==> config.mk <==
export PLATFORM = sky130hd
export DESIGN_NAME = json_string_unescape_to_utf8
export DESIGN_NICKNAME = d
export VERILOG_FILES = /design/src/jsu_pkg.sv /design/src/jsu_front.sv /design/src/jsu_queue.sv /design/src/jsu_back.sv /design/src/json_string_unescape_to_utf8.sv
export SDC_FILE = /design/constraint.sdc
export NUM_CORES = 1
export LEC_CHECK = 0
export BUFFER_PORTS_ARGS = -buffer_cell sky130_fd_sc_hd__buf_2
export CAP_MARGIN = 5
export CORE_ASPECT_RATIO = 1.1
export CORE_MARGIN = 1
export CORE_UTILIZATION = 50
export CTS_BUF_LIST = sky130_fd_sc_hd__clkbuf_8
export DETAILED_ROUTE_END_ITERATION = 16
export MAX_ROUTING_LAYER = met4
export PLACE_DENSITY = 0.68
export SYNTH_ARGS = -nofsm -noshare
export SYNTH_HDL_FRONTEND = slang
export SYNTH_SLANG_ARGS = --single-unit
==> constraint.sdc <==
create_clock -name clk -period 4.1 [get_ports clk]
set_clock_uncertainty 0.1 [all_clocks]
set_input_delay 0.82 -clock clk [delete_from_list [all_inputs] [get_ports clk]]
set_output_delay 0.82 -clock clk [all_outputs]
set_load 0.01 [all_outputs]
==> src/jsu_pkg.sv <==
package jsu_pkg;

  localparam int QUEUE_DEPTH_DEF = 2;

  typedef enum logic [1:0] {
    KIND_DATA   = 2'd0,
    KIND_END    = 2'd1,
    KIND_ERROR  = 2'd2,
    KIND_INTERP = 2'd3
  } kind_t;

  typedef struct packed {
    kind_t            kind;
    logic [1:0]       cnt_m1;
    logic [3:0][7:0]  bytes;
  } burst_t;

  function automatic burst_t single_result(input kind_t kind, input logic [7:0] b);
    burst_t r;
    r          = '0;
    r.kind     = kind;
    r.cnt_m1   = 2'd0;
    r.bytes[0] = b;
    return r;
  endfunction

  function automatic logic [4:0] hex_digit(input logic [7:0] c);
    logic [4:0] r;
    r = 5'd0;
    if (c >= 8'h30 && c <= 8'h39) begin
      r = {1'b1, c[3:0]};
    end else if ((c >= 8'h61 && c <= 8'h66) || (c >= 8'h41 && c <= 8'h46)) begin
      r = {1'b1, 4'(c[3:0] + 4'd9)};
    end
    return r;
  endfunction

  function automatic burst_t utf8_encode(input logic [20:0] cp);
    burst_t r;
    r      = '0;
    r.kind = KIND_DATA;
    if (cp < 21'h80) begin
      r.cnt_m1   = 2'd0;
      r.bytes[0] = {1'b0, cp[6:0]};
    end else if (cp < 21'h800) begin
      r.cnt_m1   = 2'd1;
      r.bytes[0] = {3'b110, cp[10:6]};
      r.bytes[1] = {2'b10, cp[5:0]};
    end else if (cp < 21'h10000) begin
      r.cnt_m1   = 2'd2;
      r.bytes[0] = {4'b1110, cp[15:12]};
      r.bytes[1] = {2'b10, cp[11:6]};
      r.bytes[2] = {2'b10, cp[5:0]};
    end else begin
      r.cnt_m1   = 2'd3;
      r.bytes[0] = {5'b11110, cp[20:18]};
      r.bytes[1] = {2'b10, cp[17:12]};
      r.bytes[2] = {2'b10, cp[11:6]};
      r.bytes[3] = {2'b10, cp[5:0]};
    end
    return r;
  endfunction

endpackage

==> src/jsu_front.sv <==
module jsu_front (
  input  logic             clk,
  input  logic             rst_n,
  input  logic             in_fire,
  input  logic [7:0]       byte_in,
  input  logic             eos,
  output logic             emit,
  output jsu_pkg::burst_t  emit_burst
);
  import jsu_pkg::*;

  typedef enum logic [5:0] {
    PH_READY     = 6'b000001,
    PH_ESCAPE    = 6'b000010,
    PH_HEX_FIRST = 6'b000100,
    PH_WANT_BSL  = 6'b001000,
    PH_WANT_U    = 6'b010000,
    PH_HEX_LOW   = 6'b100000
  } phase_t;

  phase_t      phase_r, phase_nxt;
  logic [15:0] acc_r, acc_nxt;
  logic [1:0]  cnt_r, cnt_nxt;
  logic [9:0]  hi_r, hi_nxt;

  logic [4:0]  hd;
  logic [15:0] acc_sh;
  logic        is_high, is_low;
  logic [10:0] plane;

  assign hd      = hex_digit(byte_in);
  assign acc_sh  = {acc_r[11:0], hd[3:0]};
  assign is_high = (acc_sh[15:10] == 6'b110110);
  assign is_low  = (acc_sh[15:10] == 6'b110111);
  assign plane   = 11'({1'b0, hi_r}) + 11'h040;

  always_comb begin
    phase_nxt  = phase_r;
    acc_nxt    = acc_r;
    cnt_nxt    = cnt_r;
    hi_nxt     = hi_r;
    emit       = 1'b0;
    emit_burst = single_result(KIND_DATA, byte_in);
    if (eos) begin
      phase_nxt  = PH_READY;
      acc_nxt    = '0;
      cnt_nxt    = '0;
      hi_nxt     = '0;
      emit       = 1'b1;
      emit_burst = single_result(KIND_ERROR, 8'h00);
    end else begin
      case (phase_r)
        PH_ESCAPE: begin
          phase_nxt = PH_READY;
          emit      = 1'b1;
          case (byte_in)
            8'h22:   emit_burst = single_result(KIND_DATA, 8'h22);
            8'h5C:   emit_burst = single_result(KIND_DATA, 8'h5C);
            8'h2F:   emit_burst = single_result(KIND_DATA, 8'h2F);
            8'h62:   emit_burst = single_result(KIND_DATA, 8'h08);
            8'h66:   emit_burst = single_result(KIND_DATA, 8'h0C);
            8'h6E:   emit_burst = single_result(KIND_DATA, 8'h0A);
            8'h72:   emit_burst = single_result(KIND_DATA, 8'h0D);
            8'h74:   emit_burst = single_result(KIND_DATA, 8'h09);
            8'h75: begin
              emit      = 1'b0;
              phase_nxt = PH_HEX_FIRST;
              acc_nxt   = '0;
              cnt_nxt   = '0;
            end
            8'h28: begin
              acc_nxt    = '0;
              cnt_nxt    = '0;
              hi_nxt     = '0;
              emit_burst = single_result(KIND_INTERP, 8'h00);
            end
            default: begin
              acc_nxt    = '0;
              cnt_nxt    = '0;
              hi_nxt     = '0;
              emit_burst = single_result(KIND_ERROR, 8'h00);
            end
          endcase
        end
        PH_HEX_FIRST, PH_HEX_LOW: begin
          if (!hd[4]) begin
            phase_nxt  = PH_READY;
            acc_nxt    = '0;
            cnt_nxt    = '0;
            hi_nxt     = '0;
            emit       = 1'b1;
            emit_burst = single_result(KIND_ERROR, 8'h00);
          end else if (cnt_r != 2'd3) begin
            acc_nxt = acc_sh;
            cnt_nxt = cnt_r + 2'd1;
          end else begin
            acc_nxt = '0;
            cnt_nxt = '0;
            if (phase_r == PH_HEX_FIRST) begin
              if (is_high) begin
                hi_nxt    = acc_sh[9:0];
                phase_nxt = PH_WANT_BSL;
              end else begin
                phase_nxt  = PH_READY;
                emit       = 1'b1;
                emit_burst = utf8_encode(is_low ? 21'h00FFFD : {5'd0, acc_sh});
              end
            end else begin
              phase_nxt = PH_READY;
              hi_nxt    = '0;
              emit      = 1'b1;
              if (is_low) begin
                emit_burst = utf8_encode({plane, acc_sh[9:0]});
              end else begin
                emit_burst = single_result(KIND_ERROR, 8'h00);
              end
            end
          end
        end
        PH_WANT_BSL: begin
          if (byte_in == 8'h5C) begin
            phase_nxt = PH_WANT_U;
          end else begin
            phase_nxt  = PH_READY;
            hi_nxt     = '0;
            emit       = 1'b1;
            emit_burst = single_result(KIND_ERROR, 8'h00);
          end
        end
        PH_WANT_U: begin
          if (byte_in == 8'h75) begin
            phase_nxt = PH_HEX_LOW;
            acc_nxt   = '0;
            cnt_nxt   = '0;
          end else begin
            phase_nxt  = PH_READY;
            hi_nxt     = '0;
            emit       = 1'b1;
            emit_burst = single_result(KIND_ERROR, 8'h00);
          end
        end
        default: begin
          phase_nxt = PH_READY;
          if (byte_in == 8'h22) begin
            acc_nxt    = '0;
            cnt_nxt    = '0;
            hi_nxt     = '0;
            emit       = 1'b1;
            emit_burst = single_result(KIND_END, 8'h00);
          end else if (byte_in == 8'h5C) begin
            phase_nxt = PH_ESCAPE;
          end else begin
            emit       = 1'b1;
            emit_burst = single_result(KIND_DATA, byte_in);
          end
        end
      endcase
    end
  end

  always_ff @(posedge clk) begin
    if (!rst_n) begin
      phase_r <= PH_READY;
      acc_r   <= '0;
      cnt_r   <= '0;
      hi_r    <= '0;
    end else if (in_fire) begin
      phase_r <= phase_nxt;
      acc_r   <= acc_nxt;
      cnt_r   <= cnt_nxt;
      hi_r    <= hi_nxt;
    end
  end

endmodule

==> src/jsu_queue.sv <==
module jsu_queue #(
  parameter int DEPTH = jsu_pkg::QUEUE_DEPTH_DEF
) (
  input  logic             clk,
  input  logic             rst_n,
  input  logic             push,
  input  jsu_pkg::burst_t  push_data,
  output logic             full,
  input  logic             pop,
  output jsu_pkg::burst_t  head,
  output logic             empty
);
  import jsu_pkg::*;

  localparam int PW = (DEPTH > 1) ? $clog2(DEPTH) : 1;
  localparam int CW = $clog2(DEPTH + 1);

  burst_t          mem_r [DEPTH];
  logic [PW-1:0]   wr_ptr_r, rd_ptr_r;
  logic [CW-1:0]   count_r;

  assign full  = (count_r == CW'(DEPTH));
  assign empty = (count_r == '0);
  assign head  = mem_r[rd_ptr_r];

  function automatic logic [PW-1:0] ptr_inc(input logic [PW-1:0] p);
    return (p == PW'(DEPTH - 1)) ? '0 : p + PW'(1);
  endfunction

  always_ff @(posedge clk) begin
    if (push) begin
      mem_r[wr_ptr_r] <= push_data;
    end
  end

  always_ff @(posedge clk) begin
    if (!rst_n) begin
      wr_ptr_r <= '0;
      rd_ptr_r <= '0;
      count_r  <= '0;
    end else begin
      if (push) begin
        wr_ptr_r <= ptr_inc(wr_ptr_r);
      end
      if (pop) begin
        rd_ptr_r <= ptr_inc(rd_ptr_r);
      end
      if (push && !pop) begin
        count_r <= count_r + CW'(1);
      end else if (pop && !push) begin
        count_r <= count_r - CW'(1);
      end
    end
  end

endmodule

==> src/jsu_back.sv <==
module jsu_back (
  input  logic             clk,
  input  logic             rst_n,
  input  jsu_pkg::burst_t  head,
  input  logic             empty,
  output logic             pop,
  output logic             out_tvalid,
  input  logic             out_tready,
  output logic [7:0]       out_tdata,
  output logic [1:0]       out_tuser,
  output logic             out_tlast
);
  import jsu_pkg::*;

  logic [1:0] idx_r, idx_nxt;
  logic       fire;

  assign out_tvalid = !empty;
  assign out_tdata  = head.bytes[idx_r];
  assign out_tuser  = head.kind;
  assign out_tlast  = (idx_r == head.cnt_m1);
  assign fire       = out_tvalid && out_tready;
  assign pop        = fire && out_tlast;

  always_comb begin
    idx_nxt = idx_r;
    if (fire) begin
      idx_nxt = out_tlast ? 2'd0 : idx_r + 2'd1;
    end
  end

  always_ff @(posedge clk) begin
    if (!rst_n) begin
      idx_r <= '0;
    end else begin
      idx_r <= idx_nxt;
    end
  end

endmodule

==> src/json_string_unescape_to_utf8.sv <==
// Results are queued on their input transaction and offered from the queue head.
// One input byte is taken per cycle unless the queue is full; the output drains one
// UTF-8 byte per cycle while out_tready is high, so a 2 to 4 byte \u result holds
// the output while a queue of QUEUE_DEPTH results keeps input flowing until full.
// Reset: synchronous, active low; clears decoder phase, hex state and queue pointers.
module json_string_unescape_to_utf8 #(
  parameter int QUEUE_DEPTH = jsu_pkg::QUEUE_DEPTH_DEF
) (
  input  logic        clk,
  input  logic        rst_n,
  input  logic        in_tvalid,
  output logic        in_tready,
  input  logic [7:0]  in_tdata,   // [7:0] byte_in
  input  logic        in_tuser,   // [0] end_of_source
  output logic        out_tvalid,
  input  logic        out_tready,
  output logic [7:0]  out_tdata,  // [7:0] out_byte
  output logic [1:0]  out_tuser,  // [1:0] kind
  output logic        out_tlast
);
  import jsu_pkg::*;

  logic   in_fire;
  logic   emit;
  burst_t emit_burst;
  logic   q_full, q_empty, q_pop;
  burst_t q_head;

  assign in_tready = !q_full;
  assign in_fire   = in_tvalid && in_tready;

  jsu_front u_front (
    .clk        (clk),
    .rst_n      (rst_n),
    .in_fire    (in_fire),
    .byte_in    (in_tdata),
    .eos        (in_tuser),
    .emit       (emit),
    .emit_burst (emit_burst)
  );

  jsu_queue #(
    .DEPTH (QUEUE_DEPTH)
  ) u_queue (
    .clk       (clk),
    .rst_n     (rst_n),
    .push      (in_fire && emit),
    .push_data (emit_burst),
    .full      (q_full),
    .pop       (q_pop),
    .head      (q_head),
    .empty     (q_empty)
  );

  jsu_back u_back (
    .clk        (clk),
    .rst_n      (rst_n),
    .head       (q_head),
    .empty      (q_empty),
    .pop        (q_pop),
    .out_tvalid (out_tvalid),
    .out_tready (out_tready),
    .out_tdata  (out_tdata),
    .out_tuser  (out_tuser),
    .out_tlast  (out_tlast)
  );

endmodule

==> results of run 1 <==
[sequential cells by signal, indices dropped and copies added (netlist names), named ones only]
name and cells:
u_front.cnt_r 2, u_back.idx_r 2, u_front.acc_r 12, u_queue.wr_ptr_r 1
u_front.phase_r 6, u_queue.count_r 2, u_front.hi_r 10, u_queue.mem_r 64
u_queue.rd_ptr_r 1
[routing by layer]
| layer | track usage (%) | part of all wire (%) | wire [um] |
|---|---|---|---|
| met2 | 44.8 | 47 | 8300 |
| met1 | 38.0 | 41 | 7230 |
| met4 | 10.7 | 3.4 | 593 |
| met5 | - | 0 | 0 |
| met3 | 5.09 | 7.8 | 1370 |
[area by class of cell]
| type | instances | area [um^2] |
|---|---|---|
| Timing Repair Buffer | 36 | 208 |
| Clock inverter | 7 | 67.6 |
| Tap cell | 154 | 193 |
| Multi-Input combinational cell | 502 | 3330 |
| Fill cell | 1126 | 5470 |
| Inverter | 7 | 26.3 |
| Clock buffer | 9 | 124 |
| Sequential cell | 101 | 2660 |
[cell families after synthesis]
| family | after synthesis | synth area share [%] |
|---|---|---|
| adder cells (fa/ha/maj) | 8 | 1.61 |
| AND/OR/NAND/NOR | 273 | 22.9 |
| flip-flops | 101 | 42.8 |
| AO/OA/AOI/OAI | 172 | 18.5 |
| multiplexers | 40 | 9.27 |
| XOR/XNOR | 9 | 1.27 |
| buffers and inverters | 54 | 3.72 |
[worst reg2reg max path: stages (launching register included)]
cell and delay (ns):
dfxtp_1 0.60, ha_1 0.37, nor2_1 0.23, o211ai_1 0.39, nor2_1 0.32, a211oi_1 0.08, o21ai_0 0.40, a21oi_1 0.13
o221a_2 0.30
[worst max path at each step]
stage                           start                        endpoint  slack [ns]  depth (start not counted)
after floorplan           in_tdata[1]   u_queue.mem_r[0][0]$_DFFE_PP_        0.26                          9
after global placement    in_tdata[0]   u_queue.mem_r[0][0]$_DFFE_PP_        0.51                         10
after detailed placement  in_tdata[1]  u_queue.mem_r[0][17]$_DFFE_PP_        0.43                         10
after CTS                 in_tdata[1]   u_queue.mem_r[0][8]$_DFFE_PP_        0.84                         10
after global routing      in_tdata[0]  u_queue.mem_r[0][10]$_DFFE_PP_        0.66                          9
final                     in_tdata[1]  u_queue.mem_r[0][27]$_DFFE_PP_        0.79                         10
[Yosys cell counts (12+ instances only)]
master / number / area, um^2
edfxtp_1: 64 / 1920
nand2_1: 62 / 233
nor2_1: 57 / 214
o21ai_0: 38 / 190
dfxtp_1: 37 / 741
nand3_1: 30 / 150
a21oi_1: 29 / 145
clkbuf_1: 28 / 105
nor3_1: 20 / 100
o21ai_1: 17 / 85.1
mux2i_1: 16 / 160
nor2b_1: 15 / 93.8
and2_1: 14 / 87.6
mux4_2: 13 / 293
a211oi_1: 12 / 90.1
nand2b_1: 12 / 75.1
[power groups by stage]
stage               Clock [mW]  Sequential [mW]  Combinational, mW
floorplan                    0             1.27              0.450
global placement             0             1.30              0.588
detailed placement           0             1.31              0.601
CTS                      0.629             1.28              0.603
global route             0.668             1.30              0.652
finish                   0.617             1.28              0.596
[through the flow]
step / instance area [um^2] / hold slack (ns) / power, mW / std cells / setup slack (ns)
floorplan: 6230 / 0.328 / 1.72 / 657 / 0.261
global placement: 6420 / 0.343 / 1.89 / 800 / 0.506
detailed placement: 6420 / 0.349 / 1.91 / 800 / 0.426
CTS: 6610 / 0.363 / 2.52 / 816 / 0.836
global route: 6610 / 0.394 / 2.62 / 816 / 0.657
finish: 6610 / 0.361 / 2.50 / 816 / 0.787
==> results.toml, run 1 <==
[outcome]
outcome = "finished clean"

[place]
dpl.hpwl_um = 12600
io_buffers = 25
gp_congestion = 0.987

[critical_path]
crit_required_ns = 4.05
path_buf_inv = 3
criticalPathCategory = "input port to register"
ff2ff_path_depth = 8
rr_startpoint = "u_front.hi_r[6]$_SDFFE_PN0P_"
arrival_ns = 3.26
crit_fanout = 33
crit_family = "compound AO/OA/AOI/OAI gates"
cp-start-kind = "input port"
worstReg2RegEnd = "u_queue.mem_r[1][4]$_DFFE_PP_"
crit_chain = "buf_2 > inv_1 > ha_1 > nor3b_1 > a311oi_2 > a21oi_2 > o21ai_1 > a21oi_1 > nor2b_2 > buf_4"
critical-path-max-stage-delay_ns = 0.39
cp_slowest_cell = "a21oi_2"
r2r_slack_ns = 0.91
crit_path_end_kind = "register"

[power_and_ir_drop]
cellLeakagePower_nw = 2.16
cellPowerDensity_nw_per_um2 = 377
p_clk_share_pct = 24.7
irDropWorstVdd_mv = 0.338
p_seq_share_pct = 51.4
pwr-share-comb_pct = 23.9
switchingPower_mw = 0.769
cell_internal_pwr_mw = 1.73
swShare_pct = 30.8

[clock_tree]
cts_inserted_buffers = 9
cts_resized = 0
insertion_delay_ns = 0.39
postCtsSetupRepairBufs = 0
clockBufferDepth = 2
cts_tree = "yes"
path_clk_slew_ns = 0.10
root_buffer = "clkbuf_8"
clock-sinks = 101
cts-hold-fix-buffers = 0
h-tree-depth = 3

[synth]
netlist_area_um2 = 6220
synth_edf_count = 64
synth_cell_type_count = 74
syn_inst = 657
synth_top_flop_cell = "edfxtp_1"
yosysWarnings = 0
seq_area_frac_synth_pct = 42.8
syn_nets = 678
postSynthAreaPerCell_um2 = 9.47
synth_seq_cells = 101
synthArstFlopShare_pct = 0

[global_routing]
grt_max_degree = 41
grt_pass1_vias = 5014
track_usage_pct = 29.0
grt_overflow_total = 0
antenna_found_initial = 0
grt_pass1_wl_um = 27200

[sta]
max_freq_mhz = 302
setup_viol = 0
period_share_pct = 80.8
worstMarginPinSlew_ns = 0.984
drv_slew = 0
fin_setup_tns_ns = 0
slew_headroom_pct = 33.8
hold_violations = 0
fin_crit_ns = 3.31
rsz0062_at_grt = "no"

[final_layout]
fin_nets = 678
drive_gt1_share_pct = 13.9
n_antenna_cell = 0
layout_common_cells = "edfxtp_1 (64), nand2_1 (62), nor2_1 (57)"
final_common_cell = "edfxtp_1"
final_util_pct = 54.7
area_delta_synth_final_pct = 6.25

[routing]
first_iter_violations = 714
firstDrtPassIters = 6
ant_nets = 0
drc_errors = 0
avgRoutedWirePerCell_um = 21.4
routed_wirelength_um = 17500
vias = 5371
viasPerCell = 6.58

[job]
maxCapViolCount = 0

[min_path]
worstHoldPathType = "register to register"
min_to = "u_front.cnt_r[1]$_SDFFE_PN0P_"
min_from = "u_front.cnt_r[1]$_SDFFE_PN0P_"
whs_path_depth = 2

[die]
std_cell_rows = 42
core_area_um2 = 12100
start_util_pct = 51.5
die_w_um = 108
die_h_um = 119
ioPinCount = 26
die-area_um2 = 12900
Power figures use the tool's default switching activity.
==> run 2, diff against run 1 <==
- PLACE_DENSITY: 0.68 -> 0.66
- clock period: 4.1 -> 3.22 ns (I/O delays scaled with it)
==> run 2 against run 1 <==
  * Sequential power is 25% higher
  * Clock-buffer cell count stayed put
  * Utilization is 2.4 points higher
  * Final cell count is 3.8% higher
  * Flip-flop and latch count stayed put
  * Worst hold slack better by 0.0054 ns
  * Combinational power is 40% higher
  * Setup slack worse by 0.44 ns
  * Register-to-register slack worse by 0.54 ns
  * Wire length is 3.3% lower
  * Sequential share of layout area is 1.7 points lower
  * First-iteration DRC count is 6.3% lower
  * Critical path type unchanged
==> results.toml, run 2 (synthesis gave the netlist of run 1 again) <==
[clock_tree]
postCtsSetupRepairBufs = 0
path_clk_slew_ns = 0.10
h-tree-depth = 3
clockBufferDepth = 2
cts_resized = 0
cts-hold-fix-buffers = 0
cts_tree = "yes"
root_buffer = "clkbuf_8"
cts_inserted_buffers = 9
insertion_delay_ns = 0.38
clock-sinks = 101

[power_and_ir_drop]
swShare_pct = 30.1
p_seq_share_pct = 50.1
switchingPower_mw = 0.962
irDropWorstVdd_mv = 0.382
cellLeakagePower_nw = 2.33
cellPowerDensity_nw_per_um2 = 463
pwr-share-comb_pct = 26.1
p_clk_share_pct = 23.7
cell_internal_pwr_mw = 2.24

[routing]
drc_errors = 0
firstDrtPassIters = 5
ant_nets = 0
first_iter_violations = 669
viasPerCell = 6.46
routed_wirelength_um = 16900
avgRoutedWirePerCell_um = 20.0
vias = 5470

[global_routing]
track_usage_pct = 27.7
grt_overflow_total = 0
grt_pass1_wl_um = 26300
grt_max_degree = 34
antenna_found_initial = 0
grt_pass1_vias = 5017

[min_path]
worstHoldPathType = "register to register"
whs_path_depth = 2

[die]
core_area_um2 = 12100
die_h_um = 119
start_util_pct = 51.5
die_w_um = 108
ioPinCount = 26
die-area_um2 = 12900
std_cell_rows = 42

[critical_path]
arrival_ns = 2.88
cp_slowest_cell = "o31ai_1"
r2r_slack_ns = 0.37
crit_fanout = 5
crit_family = "compound AO/OA/AOI/OAI gates"
ff2ff_path_depth = 9
critical-path-max-stage-delay_ns = 0.50
crit_end = "u_queue.mem_r[1][0]$_DFFE_PP_"
path_depth = 10
rr_startpoint = "u_front.hi_r[7]$_SDFFE_PN0P_"
worstReg2RegEnd = "u_queue.mem_r[1][1]$_DFFE_PP_"
crit_chain = "buf_2 > inv_1 > ha_1 > nor3b_1 > or4_1 > o21ai_1 > a22oi_1 > a2111oi_0 > nor3_1 > o31ai_1"
path_buf_inv = 2
criticalPathCategory = "input port to register"
cp-start-kind = "input port"
crit_required_ns = 3.23
crit_path_end_kind = "register"
startpoint = "in_tdata[0]"

[sta]
slew_headroom_pct = 52.4
finalWorstSetupSlack_ns = 0.348
whs_ns = 0.367
drv_slew = 0
fin_setup_tns_ns = 0
setup_viol = 0
period_share_pct = 89.2
fin_crit_ns = 2.87
max_freq_mhz = 348
rsz0062_at_grt = "no"
hold_violations = 0
worstMarginPinSlew_ns = 0.707

[final_layout]
largest_reg_flops = 64
stdcell_count = 847
drive_gt1_share_pct = 18.0
fin_nets = 709
area_delta_synth_final_pct = 10.9
layout_common_cells = "edfxtp_1 (64), nand2_1 (62), nor2_1 (57)"
n_antenna_cell = 0
finalInstanceArea_um2 = 6900
top_regs = "u_queue.mem_r (64), u_front.acc_r (12), u_front.hi_r (10)"
max_flop_register = "u_queue.mem_r"
fillers = 1095
final_common_cell = "edfxtp_1"

[place]
gp_congestion = 0.982
io_buffers = 25
dpl_cell_area_um2 = 6730
place_inst = 831
dpl.hpwl_um = 12500
pre_cts_slack_ns = -0.00249

[outcome]
outcome = "finished clean"

[job]
maxCapViolCount = 0
run 2: worst reg2reg max path, cell delays in order (launching register included):
cell and delay [ns]:
dfxtp_1 0.36, ha_1 0.25, and2_1 0.20, a21o_1 0.21, and3_1 0.30, a2111oi_0 0.45, buf_4 0.19, a311oi_1 0.04
o31ai_1 0.42, buf_4 0.20
run 2: stage by stage:
step	utilization [%]	power [mW]
5_1_grt	57.1	3.35
2_1_floorplan	-	2.19
3_3_place_gp	55.7	2.45
4_1_cts	57.1	3.23
6_report	57.1	3.20
3_5_place_dp	55.7	2.48
run 2: worst min path at each step:
stage                                       start                             to  slack [ns]
floorplan           u_front.cnt_r[0]$_SDFFE_PN0P_  u_front.cnt_r[0]$_SDFFE_PN0P_        0.33
global placement    u_front.cnt_r[1]$_SDFFE_PN0P_  u_front.cnt_r[1]$_SDFFE_PN0P_        0.34
detailed placement  u_front.cnt_r[1]$_SDFFE_PN0P_  u_front.cnt_r[1]$_SDFFE_PN0P_        0.35
CTS                 u_front.cnt_r[1]$_SDFFE_PN0P_  u_front.cnt_r[1]$_SDFFE_PN0P_        0.37
global route        u_front.cnt_r[1]$_SDFFE_PN0P_  u_front.cnt_r[1]$_SDFFE_PN0P_        0.39
finish              u_front.cnt_r[1]$_SDFFE_PN0P_  u_front.cnt_r[1]$_SDFFE_PN0P_        0.37
run 2: per-layer routing:
metal | GRT usage, % | share of wire, %
met1 | 36.7 | 44
met2 | 42.2 | 46
met3 | 4.21 | 6.3
met4 | 12.1 | 3.2
met5 | - | 0
run 2: cell type report:
cell class,count,area (um^2),share of cell area (%)
Timing Repair Buffer,67,503,7.29
Clock buffer,9,124,1.79
Multi-Input combinational cell,502,3340,48.4
Tap cell,154,193,2.79
Clock inverter,7,53.8,0.779
Inverter,7,26.3,0.381
Sequential cell,101,2660,38.6
run 2: power by group through the flow:
stage | Sequential, mW | Clock [mW] | Combinational [mW]
global route | 1.62 | 0.820 | 0.908
CTS | 1.61 | 0.782 | 0.847
detailed placement | 1.64 | 0 | 0.844
finish | 1.60 | 0.759 | 0.837
global placement | 1.62 | 0 | 0.827
floorplan | 1.61 | 0 | 0.578
==> run 3, diff against run 2 <==
- HOLD_SLACK_MARGIN: not set -> 0.06
- RECOVER_POWER: not set -> 100
==> run 3 against run 2 <==
  * Register-to-register slack worse by 0.04 ns
  * Non-clock buffer count did not move
  * Wire length increased by 0.12%
  * Clock power is essentially flat
  * Clock-buffer cell count stayed put
  * Sequential power is essentially flat
  * Sequential share of layout area is 0.46 points higher
  * Via count decreased by 0.64%
  * First-iteration DRC count up 6.3%
  * Utilization is 0.67 points lower
  * Critical path type unchanged
  * Largest power group unchanged
  * Critical path depth up 1
==> results.toml, run 3 (synthesis gave the netlist of run 1 again) <==
[die]
ioPinCount = 26
die-area_um2 = 12900
std_cell_rows = 42
start_util_pct = 51.5
die_w_um = 108
die_h_um = 119
core_area_um2 = 12100

[global_routing]
grt_use_met2_pct = 42.2
met3_usage_pct = 4.21
grt_most_used_layer = "met2"
use_met1_pct = 36.7
grt_pass1_wl_um = 26300
antenna_found_initial = 0
grt_overflow_total = 0
track_usage_pct = 27.7
grt_max_degree = 34
grt_pass1_vias = 5017

[sta]
drv_slew = 0
fin_crit_ns = 2.91
hold_violations = 0
slew_headroom_pct = 50.4
max_freq_mhz = 344
finalWorstSetupSlack_ns = 0.311
fin_setup_tns_ns = 0
worstMarginPinSlew_ns = 0.738
rsz0062_at_grt = "no"
period_share_pct = 90.3
whs_ns = 0.368
setup_viol = 0

[critical_path]
worstReg2RegEnd = "u_queue.count_r[1]$_SDFFE_PN0P_"
ff2ff_path_depth = 7
crit_fanout = 5
path_buf_inv = 2
r2r_slack_ns = 0.33
path_depth = 11
crit_end = "u_queue.count_r[1]$_SDFFE_PN0P_"
criticalPathCategory = "input port to register"
crit_path_end_kind = "register"
cp-start-kind = "input port"
cp_slowest_cell = "a21oi_1"
crit_family = "compound AO/OA/AOI/OAI gates"
crit_required_ns = 3.42
arrival_ns = 3.11
startpoint = "in_tdata[0]"
crit_chain = "buf_2 > inv_1 > ha_1 > nor3b_1 > a311oi_1 > a21oi_1 > o21ai_0 > a21oi_1 > ha_1 > or3_1 > a21boi_0"
rr_startpoint = "u_front.phase_r[3]$_SDFFE_PN0P_"
critical-path-max-stage-delay_ns = 0.44

[outcome]
outcome = "finished clean"

[place]
dpl_cell_area_um2 = 6730
dpl.hpwl_um = 12500
pre_cts_slack_ns = -0.00249
gp_congestion = 0.982
io_buffers = 25

[routing]
drc_errors = 0
avgRoutedWirePerCell_um = 20.0
viasPerCell = 6.42
routed_wirelength_um = 16900
ant_nets = 0
firstDrtPassIters = 5
first_iter_violations = 711
vias = 5435

[final_layout]
fin_nets = 709
largest_reg_flops = 64
layout_common_cells = "edfxtp_1 (64), nand2_1 (62), nor2_1 (57)"
final_util_pct = 56.4
finalInstanceArea_um2 = 6820
n_antenna_cell = 0
top_regs = "u_queue.mem_r (64), u_front.acc_r (12), u_front.hi_r (10)"
final_common_cell = "edfxtp_1"
fillers = 1109
max_flop_register = "u_queue.mem_r"
area_delta_synth_final_pct = 9.63
drive_gt1_share_pct = 14.6

[clock_tree]
cts_inserted_buffers = 9
cts_resized = 0
insertion_delay_ns = 0.38
path_clk_slew_ns = 0.11
postCtsSetupRepairBufs = 0
cts-hold-fix-buffers = 0
clockBufferDepth = 2
clock-sinks = 101
root_buffer = "clkbuf_8"
h-tree-depth = 3
cts_tree = "yes"

[min_path]
worstHoldPathType = "register to register"

[power_and_ir_drop]
irDropWorstVdd_mv = 0.353
cellPowerDensity_nw_per_um2 = 464
cellLeakagePower_nw = 2.24

[job]
maxCapViolCount = 0
run 3: routing by layer:
metal / vias up / part of all wire (%)
met5: - / 0
met4: 0 / 3.2
met3: 52 / 7.3
met2: 235 / 46
met1: 2595 / 43
li1: 2553 / -
run 3: per-stage QoR:
| stage | power [mW] | std cells |
|---|---|---|
| after floorplan | 2.19 | 657 |
| after global placement | 2.45 | 831 |
| after detailed placement | 2.48 | 831 |
| after CTS | 3.23 | 847 |
| after global routing | 3.31 | 847 |
| final | 3.16 | 847 |
run 3: cell type report:
| type | instances | area [um^2] | area share (%) |
|---|---|---|---|
| Timing Repair Buffer | 67 | 443 | 6.49 |
| Tap cell | 154 | 193 | 2.82 |
| Multi-Input combinational cell | 502 | 3320 | 48.7 |
| Clock inverter | 7 | 53.8 | 0.789 |
| Clock buffer | 9 | 124 | 1.82 |
| Inverter | 7 | 26.3 | 0.385 |
| Sequential cell | 101 | 2660 | 39.0 |
run 3: power by group:
group	switching, mW	internal [mW]	total, mW	leakage [nW]
logic	0.441	0.361	0.802	1.25
registers	0.0539	1.55	1.60	0.905
clock network	0.469	0.291	0.760	0.0900
total	0.963	2.20	3.16	2.24
run 3: worst register-to-register path, stage by stage (launching register included):
cell,delay (ns)
dfxtp_1,0.44
or2_0,0.30
nor4_1,0.45
o21ai_0,0.17
a21oi_1,0.44
ha_1,0.36
or3_1,0.35
a21boi_0,0.18
run 3: worst min-delay path by stage:
stage                                              from                       endpoint  slack [ns]  cells past startpoint
after floorplan           u_front.cnt_r[0]$_SDFFE_PN0P_  u_front.cnt_r[0]$_SDFFE_PN0P_        0.33                      1
after global placement    u_front.cnt_r[1]$_SDFFE_PN0P_  u_front.cnt_r[1]$_SDFFE_PN0P_        0.34                      2
after detailed placement  u_front.cnt_r[1]$_SDFFE_PN0P_  u_front.cnt_r[1]$_SDFFE_PN0P_        0.35                      2
after CTS                 u_front.cnt_r[1]$_SDFFE_PN0P_  u_front.cnt_r[1]$_SDFFE_PN0P_        0.37                      2
after global routing      u_front.cnt_r[1]$_SDFFE_PN0P_  u_front.cnt_r[1]$_SDFFE_PN0P_        0.39                      2
final                     u_front.cnt_r[1]$_SDFFE_PN0P_  u_front.cnt_r[1]$_SDFFE_PN0P_        0.37                      2
